<file path="src/hdl/pwtqa_pkg.sv">
// Types, codes and constants of the three-queue arbiter.
package pwtqa_pkg;

    localparam int ID_W            = 16;
    localparam int CLS_W           = 2;
    localparam int ST_W            = 2;
    localparam int LIMIT_W         = 4;
    localparam int CFG_IDX_W       = 1;
    localparam int CFG_DATA_W      = 4;
    localparam int NUM_QUEUES      = 3;
    localparam int DEF_QUEUE_DEPTH = 16;

    // Request function codes
    localparam logic FUNC_ENQUEUE = 1'b0;
    localparam logic FUNC_GRANT   = 1'b1;

    // Queue classes
    localparam logic [CLS_W-1:0] CLS_EMERG  = 2'd0;
    localparam logic [CLS_W-1:0] CLS_ARRIVE = 2'd1;
    localparam logic [CLS_W-1:0] CLS_DEPART = 2'd2;

    // Response status codes
    localparam logic [ST_W-1:0] ST_GRANTED  = 2'd0;
    localparam logic [ST_W-1:0] ST_IDLE     = 2'd1;
    localparam logic [ST_W-1:0] ST_ENQUEUED = 2'd2;
    localparam logic [ST_W-1:0] ST_FULL     = 2'd3;

    // Configuration register indexes
    localparam logic [CFG_IDX_W-1:0] REG_ARRIVE_LIMIT = 1'd0;
    localparam logic [CFG_IDX_W-1:0] REG_DEPART_LIMIT = 1'd1;

    // Burst limits after reset
    localparam logic [LIMIT_W-1:0] ARRIVE_LIMIT_RST = 4'd3;
    localparam logic [LIMIT_W-1:0] DEPART_LIMIT_RST = 4'd2;

    typedef struct packed {
        logic             func;
        logic [ID_W-1:0]  req_id;
        logic [CLS_W-1:0] req_class;
    } t_req;

    typedef struct packed {
        logic [ST_W-1:0]  status;
        logic [ID_W-1:0]  grant_id;
        logic [CLS_W-1:0] grant_class;
    } t_rsp;

    // Controller to datapath
    typedef struct packed {
        logic accept;
        logic load_now;
        logic load_pop;
    } t_dp_cmd;

    // Datapath to controller
    typedef struct packed {
        logic needs_pop;
    } t_dp_sts;

endpackage

</file>
<file path="src/hdl/pwtqa_ram.sv">
// Generic single-write, single-read RAM with registered read data.
module pwtqa_ram #(
    parameter int WIDTH = 16,
    parameter int DEPTH = 16
) (
    input  logic                     i_clk,
    input  logic                     i_we,
    input  logic [$clog2(DEPTH)-1:0] i_waddr,
    input  logic [WIDTH-1:0]         i_wdata,
    input  logic                     i_re,
    input  logic [$clog2(DEPTH)-1:0] i_raddr,
    output logic [WIDTH-1:0]         o_rdata
);
    logic [WIDTH-1:0] r_mem [DEPTH];
    logic [WIDTH-1:0] r_rdata;

    always_ff @(posedge i_clk) begin
        if (i_we) begin
            r_mem[i_waddr] <= i_wdata;
        end
        if (i_re) begin
            r_rdata <= r_mem[i_raddr];
        end
    end

    assign o_rdata = r_rdata;
endmodule

</file>
<file path="src/hdl/pwtqa_ctrl.sv">
// Controller: request handshake, pop wait state and result valid.
module pwtqa_ctrl
    import pwtqa_pkg::*;
(
    input  logic    i_clk,
    input  logic    i_rst_n,
    input  logic    i_in_valid,
    output logic    o_in_ready,
    input  logic    i_out_ready,
    output logic    o_out_valid,
    input  t_dp_sts i_sts,
    output t_dp_cmd o_cmd
);
    localparam logic S_IDLE = 1'b0;
    localparam logic S_POP  = 1'b1;

    logic r_state, n_state;
    logic r_out_valid, n_out_valid;
    logic accept;

    // Take a request only when the result register is free or draining now
    assign o_in_ready = (r_state == S_IDLE) && (!r_out_valid || i_out_ready);
    assign accept     = i_in_valid && o_in_ready;

    always_comb begin
        o_cmd.accept   = accept;
        o_cmd.load_now = accept && !i_sts.needs_pop;
        o_cmd.load_pop = (r_state == S_POP);
    end

    // Next state
    always_comb begin
        n_state = r_state;
        case (r_state)
            S_IDLE: begin
                if (accept && i_sts.needs_pop) begin
                    n_state = S_POP;
                end
            end
            S_POP: begin
                n_state = S_IDLE;
            end
            default: begin
                n_state = S_IDLE;
            end
        endcase
    end

    // Result valid flag
    always_comb begin
        n_out_valid = r_out_valid;
        if (o_cmd.load_now || o_cmd.load_pop) begin
            n_out_valid = 1'b1;
        end else if (i_out_ready) begin
            n_out_valid = 1'b0;
        end
    end

    always_ff @(posedge i_clk) begin
        if (!i_rst_n) begin
            r_state     <= S_IDLE;
            r_out_valid <= 1'b0;
        end else begin
            r_state     <= n_state;
            r_out_valid <= n_out_valid;
        end
    end

    assign o_out_valid = r_out_valid;
endmodule

</file>
<file path="src/hdl/pwtqa_dp.sv">
// Datapath: queue storage and pointers, turn logic, limits, result register.
module pwtqa_dp
    import pwtqa_pkg::*;
#(
    parameter int QUEUE_DEPTH = DEF_QUEUE_DEPTH
) (
    input  logic                  i_clk,
    input  logic                  i_rst_n,
    input  logic                  i_cfg_we,
    input  logic [CFG_IDX_W-1:0]  i_cfg_idx,
    input  logic [CFG_DATA_W-1:0] i_cfg_data,
    input  t_req                  i_req,
    input  t_dp_cmd               i_cmd,
    output t_dp_sts               o_sts,
    output t_rsp                  o_rsp
);
    localparam int PTR_W = $clog2(QUEUE_DEPTH);
    localparam int CNT_W = $clog2(QUEUE_DEPTH + 1);
    localparam logic [PTR_W-1:0] LAST_PTR = PTR_W'(QUEUE_DEPTH - 1);
    localparam logic [CNT_W-1:0] FULL_CNT = CNT_W'(QUEUE_DEPTH);

    logic [PTR_W-1:0]   r_head  [NUM_QUEUES];
    logic [PTR_W-1:0]   r_tail  [NUM_QUEUES];
    logic [CNT_W-1:0]   r_count [NUM_QUEUES];
    logic               r_arrive_turn;
    logic [LIMIT_W-1:0] r_arrive_run, r_depart_run;
    logic [LIMIT_W-1:0] n_arrive_run, n_depart_run;
    logic [LIMIT_W-1:0] r_arrive_limit, r_depart_limit;
    logic [CLS_W-1:0]   r_pop_cls;
    t_rsp               r_rsp;

    logic [ID_W-1:0]       ram_rdata [NUM_QUEUES];
    logic [NUM_QUEUES-1:0] enq_hit, pop_hit;
    logic                  is_grant, e_ne, a_ne, d_ne, sel_arrive, sel_depart, any_ne;
    logic [CLS_W-1:0]      pop_cls;
    logic [ID_W-1:0]       pop_id;

    function automatic logic [PTR_W-1:0] ptr_inc(input logic [PTR_W-1:0] p);
        ptr_inc = (p == LAST_PTR) ? '0 : p + PTR_W'(1);
    endfunction

    // Grant decision: emergency first, then arriving/departing by turn
    always_comb begin
        is_grant   = (i_req.func == FUNC_GRANT);
        e_ne       = (r_count[CLS_EMERG] != '0);
        a_ne       = (r_count[CLS_ARRIVE] != '0);
        d_ne       = (r_count[CLS_DEPART] != '0);
        any_ne     = e_ne || a_ne || d_ne;
        sel_arrive = !e_ne && a_ne && (r_arrive_turn || !d_ne);
        sel_depart = !e_ne && !sel_arrive && d_ne && (!r_arrive_turn || !a_ne);
        if (e_ne) begin
            pop_cls = CLS_EMERG;
        end else if (sel_arrive) begin
            pop_cls = CLS_ARRIVE;
        end else begin
            pop_cls = CLS_DEPART;
        end
        o_sts.needs_pop = is_grant && any_ne;
        for (int q = 0; q < NUM_QUEUES; q++) begin
            enq_hit[q] = !is_grant && (i_req.req_class == CLS_W'(q))
                         && (r_count[q] != FULL_CNT);
            pop_hit[q] = is_grant && any_ne && (pop_cls == CLS_W'(q));
        end
    end

    // One RAM per queue
    for (genvar g = 0; g < NUM_QUEUES; g++) begin : g_queue
        pwtqa_ram #(
            .WIDTH (ID_W),
            .DEPTH (QUEUE_DEPTH)
        ) u_ram (
            .i_clk   (i_clk),
            .i_we    (i_cmd.accept && enq_hit[g]),
            .i_waddr (r_tail[g]),
            .i_wdata (i_req.req_id),
            .i_re    (i_cmd.accept && pop_hit[g]),
            .i_raddr (r_head[g]),
            .o_rdata (ram_rdata[g])
        );
    end

    // Pointers and occupancy
    always_ff @(posedge i_clk) begin
        if (!i_rst_n) begin
            for (int q = 0; q < NUM_QUEUES; q++) begin
                r_head[q]  <= '0;
                r_tail[q]  <= '0;
                r_count[q] <= '0;
            end
        end else if (i_cmd.accept) begin
            for (int q = 0; q < NUM_QUEUES; q++) begin
                if (enq_hit[q]) begin
                    r_tail[q]  <= ptr_inc(r_tail[q]);
                    r_count[q] <= r_count[q] + CNT_W'(1);
                end
                if (pop_hit[q]) begin
                    r_head[q]  <= ptr_inc(r_head[q]);
                    r_count[q] <= r_count[q] - CNT_W'(1);
                end
            end
        end
    end

    // Burst run counters
    always_comb begin
        n_arrive_run = r_arrive_run + LIMIT_W'(1);
        n_depart_run = r_depart_run + LIMIT_W'(1);
    end

    always_ff @(posedge i_clk) begin
        if (!i_rst_n) begin
            r_arrive_turn <= 1'b1;
            r_arrive_run  <= '0;
            r_depart_run  <= '0;
        end else if (i_cmd.accept && is_grant) begin
            if (sel_arrive) begin
                if (n_arrive_run >= r_arrive_limit) begin
                    r_arrive_turn <= 1'b0;
                    r_arrive_run  <= '0;
                end else begin
                    r_arrive_run  <= n_arrive_run;
                end
            end else if (sel_depart) begin
                if (n_depart_run >= r_depart_limit) begin
                    r_arrive_turn <= 1'b1;
                    r_depart_run  <= '0;
                end else begin
                    r_depart_run  <= n_depart_run;
                end
            end
        end
    end

    // Configuration registers
    always_ff @(posedge i_clk) begin
        if (!i_rst_n) begin
            r_arrive_limit <= ARRIVE_LIMIT_RST;
            r_depart_limit <= DEPART_LIMIT_RST;
        end else if (i_cfg_we) begin
            case (i_cfg_idx)
                REG_ARRIVE_LIMIT: r_arrive_limit <= i_cfg_data;
                REG_DEPART_LIMIT: r_depart_limit <= i_cfg_data;
                default: ;
            endcase
        end
    end

    // Read data of the queue that was popped
    always_comb begin
        case (r_pop_cls)
            CLS_EMERG:  pop_id = ram_rdata[CLS_EMERG];
            CLS_ARRIVE: pop_id = ram_rdata[CLS_ARRIVE];
            default:    pop_id = ram_rdata[CLS_DEPART];
        endcase
    end

    // Result register
    always_ff @(posedge i_clk) begin
        if (i_cmd.accept) begin
            r_pop_cls <= pop_cls;
        end
        if (i_cmd.load_now) begin
            r_rsp.grant_id    <= '0;
            r_rsp.grant_class <= '0;
            if (is_grant) begin
                r_rsp.status <= ST_IDLE;
            end else if (|enq_hit) begin
                r_rsp.status <= ST_ENQUEUED;
            end else begin
                r_rsp.status <= ST_FULL;
            end
        end else if (i_cmd.load_pop) begin
            r_rsp.status      <= ST_GRANTED;
            r_rsp.grant_id    <= pop_id;
            r_rsp.grant_class <= r_pop_cls;
        end
    end

    assign o_rsp = r_rsp;
endmodule

</file>
<file path="src/hdl/priority_weighted_three_queue_arbiter.sv">
// Three-queue arbiter top level: strict emergency priority, weighted turns otherwise.
// An enqueue request, or a grant request that finds all queues empty, has its
// result registered at the edge that accepts it. A grant that pops a queue
// reads the queue RAM through its registered read port, then the pop wait state
// loads the result; no request is accepted in that state. A new request is taken
// while the previous result is being handed off in the same cycle. Queues are
// QUEUE_DEPTH entries each; the burst limits are written through the
// configuration port (index 0 arriving, index 1 departing) and reset to 3 and 2.
module priority_weighted_three_queue_arbiter
    import pwtqa_pkg::*;
#(
    parameter int QUEUE_DEPTH = DEF_QUEUE_DEPTH
) (
    input  logic                  i_clk,
    input  logic                  i_rst_n,
    input  logic                  i_cfg_we,
    input  logic [CFG_IDX_W-1:0]  i_cfg_idx,
    input  logic [CFG_DATA_W-1:0] i_cfg_data,
    input  logic                  i_in_valid,
    output logic                  o_in_ready,
    input  t_req                  i_in_data,
    output logic                  o_out_valid,
    input  logic                  i_out_ready,
    output t_rsp                  o_out_data
);
    t_dp_cmd dp_cmd;
    t_dp_sts dp_sts;

    // Sequencing
    pwtqa_ctrl u_ctrl (
        .i_clk       (i_clk),
        .i_rst_n     (i_rst_n),
        .i_in_valid  (i_in_valid),
        .o_in_ready  (o_in_ready),
        .i_out_ready (i_out_ready),
        .o_out_valid (o_out_valid),
        .i_sts       (dp_sts),
        .o_cmd       (dp_cmd)
    );

    // Queues and arbitration state
    pwtqa_dp #(
        .QUEUE_DEPTH (QUEUE_DEPTH)
    ) u_dp (
        .i_clk      (i_clk),
        .i_rst_n    (i_rst_n),
        .i_cfg_we   (i_cfg_we),
        .i_cfg_idx  (i_cfg_idx),
        .i_cfg_data (i_cfg_data),
        .i_req      (i_in_data),
        .i_cmd      (dp_cmd),
        .o_sts      (dp_sts),
        .o_rsp      (o_out_data)
    );
endmodule

</file>
<file path="config.mk">
export PLATFORM = sky130hd
export DESIGN_NAME = priority_weighted_three_queue_arbiter
export DESIGN_NICKNAME = d
export VERILOG_FILES = /design/src/hdl/pwtqa_pkg.sv /design/src/hdl/pwtqa_ram.sv /design/src/hdl/pwtqa_ctrl.sv /design/src/hdl/pwtqa_dp.sv /design/src/hdl/priority_weighted_three_queue_arbiter.sv
export SDC_FILE = /design/constraint.sdc
export NUM_CORES = 1
export LEC_CHECK = 0
export BUFFER_PORTS_ARGS = -buffer_cell sky130_fd_sc_hd__clkbuf_2
export CAP_MARGIN = 0
export CORE_ASPECT_RATIO = 0.5
export CORE_UTILIZATION = 38
export DETAILED_ROUTE_END_ITERATION = 8
export PLACE_DENSITY = 0.62
export SYNTH_ARGS = -nofsm -noshare
export SYNTH_HDL_FRONTEND = slang
export SYNTH_SLANG_ARGS = --single-unit
</file>
<file path="constraint.sdc">
create_clock -name i_clk -period 3.58 [get_ports i_clk]
set_input_delay 0.537 -clock i_clk [delete_from_list [all_inputs] [get_ports i_clk]]
set_output_delay 0.537 -clock i_clk [all_outputs]
set_load 0.01 [all_outputs]
</file>
==> flow_summary.toml <==
[outcome]
status = "finished, final reports clean"

[critical_path]
cp_cell_sequence = "inv_1 > ha_1 > or4b_4 > o2bb2ai_2 > or3_1 > clkinv_4 > nand2_4 > inv_1 > ha_1 > a21o_1 > a21oi_1 > xnor2_1 > xnor2_1 > nor2_1"
crit_slowest_cell = "or4b_4"
startpoint_type = "flop"
crit_family = "simple AND/OR/NAND/NOR gates"
rrSetupSlack_ns = 0.34
critPathKind = "reg -> reg"
startpoint = "u_dp.r_count[2][0]"
arrival_ns = 3.61
crit_fanout = 5
timing.rr.start = "u_dp.r_count[2][0]"
slowest_delay_ns = 0.51
r2r_end = "u_dp.r_count[1][4]"
critPathCaptureType = "flop"
rr_worst_depth = 14
cp_num_buf_inv = 3
cp.required_ns = 3.95

[worst_hold_path]
hold_depth = 3
worstHoldStart = "i_cfg_data[0]"
holdPathEnd = "u_dp.r_arrive_limit[0]"
hold_class = "in -> reg"

[die]
die_h_um = 217
initial_core_util_pct = 38.6
io_pins = 51
rows = 78
die_x_um = 432
core_area_um2 = 91200
die_area_um2 = 93800

[clocking]
root_buffer = "clkbuf_16"
cts_setup_buffers = 0
clk_latency_ns = 0.66
cts_made_buffers = 84
cts-resized-gates = 0
htreeDepth = 3
cts_tree = "yes"
clk_pin_slew_worst_paths_ns = 0.06
cts.sinks = 896
cts_hold_buf = 0
ctsLongestPathBuffers = 3

[detailed_routing]
drc_errors = 0
firstDrtPassIters = 5
dr.first_iter.drc_count = 1651
ant_nets = 0
drt-total-wl_mm = 75.2
wl_per_cell_um = 24.2
dr_total_vias = 16500
vias_per_cell = 5.32

[global_routing]
grtUsageTotal_pct = 16.2
grt_max_degree = 69
use_met2_pct = 24.5
busiest_layer = "met2"
grt.met3_usage_pct = 3.09
grt_pass1_wl_mm = 111
grt_overflow = 0
gr-usage-met1_pct = 24.0
grt_pass1_vias = 16500
antenna_found_initial = 1

[timing]
skew_ns = 0.0235
period_minus_slack_ns = 3.24
fmaxAchievable_ghz = 0.309
slew_violations = 0
fin_tns_setup_ns = 0
finalCritPeriodShare_pct = 90.5
setup_viol = 0
final-hold-violation-count = 0
tightestPinTransition_ns = 1.19
rsz0062_at_grt = "no"
max_slew_margin_pct = 20.7

[synthesis]
avgSynthCellArea_um2 = 21.2
syn_inst = 1660
ys.flop_type = "edfxtp_1"
yosys-top-cells-area = "edfxtp_1 73%, mux4_2 15%, dfxtp_1 2.1%"
synth_edf_count = 859
synth.cell_area_um2 = 35200
synth_seq_cells = 896
synth_cell_types = 63
synth_fp_nets = 1725
yosys.area.top_type = "edfxtp_1"
yosys_warnings = 0
synth-seq-area-share_pct = 75.5
yosysTopAreaCellShare_pct = 73.3
ys_async_sr_fraction_pct = 0

[final_layout]
area_growth_pct = 14.2
layout_common_cells = "859 x edfxtp_1, 240 x mux4_2, 84 x clkbuf_16"
final_common_cell = "edfxtp_1"
layout.cells.non_filler = 3105
finalNetCount = 1857
drive_gt1_share_pct = 27.7

[pwr]
power.density_nw_per_um2 = 544
leakage_nw = 12.8
ir_drop_mv = 0.334

[placed_design]
post-place-cells = 2946
hpwl_mm = 44.5
io_buffers = 50
finalWeightedCongestion = 0.794

[flow_run]
max_cap_violations = 0
-- cell type report --
cell class,count,area (um2)
fillers,7716,51000
flip-flops and latches,896,26500
repair buffers,124,931
well taps,1240,1550
inverters,39,151
clock buffers,103,2190
clock inverters,53,561
multi-input cells,647,8220
diodes,3,7.51
-- synthesized netlist by cell type (all sizes together), types with 2 or more instances --
| library cell | instances |
|---|---|
| nor3 | 12 |
| fa | 2 |
| ha | 34 |
| nor2b | 8 |
| clkbuf | 55 |
| o21ai | 32 |
| or3 | 3 |
| edfxtp | 859 |
| a22oi | 2 |
| a21o | 4 |
| a21boi | 7 |
| nand2 | 48 |
| nand3b | 2 |
| or4 | 5 |
| and2 | 34 |
| o2111ai | 2 |
| or4b | 2 |
| nor3b | 7 |
| nor4 | 10 |
| a21oi | 28 |
| and3 | 5 |
| mux2i | 36 |
| or2 | 2 |
| o21a | 3 |
| nand2b | 4 |
| inv | 38 |
| nand3 | 25 |
| xor2 | 5 |
| dfxtp | 37 |
| nand4b | 4 |
| nor2 | 54 |
| xnor2 | 13 |
| mux4 | 240 |
| o22ai | 3 |
| buf | 23 |
-- worst min-delay path: stages --
cell	delay [ns]
clkbuf_2	0.11
mux2i_1	0.07
nand2_1	0.06
-- where the power goes --
part	switching, W	internal [W]	leakage (nW)
logic	0.000695	0.000498	3.35
clock network	0.00389	0.00506	1.35
registers	0.000102	0.0116	8.09
-- kinds of logic after synthesis --
logic type	count (synthesis)	share of synthesized area, %
fa+ha+maj	36	1.32
compound gates	89	1.59
flops	896	75.5
simple gates	228	3.43
buf+inv	117	1.37
mux	276	16.4
xor+xnor	18	0.448
-- stage by stage --
step	total power [W]	utilization (%)	hold WS [ns]	instance area [um2]	setup WS [ns]
3_3_place_gp	0.0131	41.0	0.451	37400	0.337
4_1_cts	0.0221	44.0	0.130	40100	0.334
5_1_grt	0.0225	44.0	0.154	40100	0.211
2_1_floorplan	0.0126	-	0.441	35200	0.0368
3_5_place_dp	0.0131	41.0	0.459	37400	0.295
6_report	0.0219	44.0	0.158	40200	0.341
-- metal layers --
layer	vias to the layer above	part of all wire [%]	routed length, um
met4	0	2.1	1550
met1	8832	46	34400
met5	-	0	0
met2	469	46	34600
li1	7112	-	-
met3	99	6.3	4700
-- sequential cells by signal (all words and copies together) (netlist names) --
name,cells
u_ctrl.o_out_valid,1
u_ctrl.r_state,1
u_dp.g_queue.u_ram.o_rdata,48
u_dp.g_queue.u_ram.r_mem,768
u_dp.o_rsp,20
u_dp.r_arrive_limit,4
u_dp.r_arrive_run,4
u_dp.r_arrive_turn,1
u_dp.r_count,15
u_dp.r_depart_limit,4
u_dp.r_depart_run,4
u_dp.r_head,12
u_dp.r_pop_cls,2
u_dp.r_tail,12
-- how the worst max path moves through the flow --
| stage | end | slack [ns] | cells past startpoint |
|---|---|---|---|
| 6_report | u_dp.r_count[1][4] | 0.34 | 14 |
| 5_1_grt | u_dp.r_count[1][4] | 0.21 | 14 |
| 3_5_place_dp | u_dp.r_count[1][4] | 0.29 | 13 |
| 3_3_place_gp | u_dp.r_count[1][4] | 0.34 | 13 |
| 4_1_cts | u_dp.r_count[1][4] | 0.33 | 14 |
| 2_1_floorplan | u_dp.g_queue[0].u_ram.r_mem[4][0] | 0.04 | 7 |
Power figures use the tool's default switching activity.
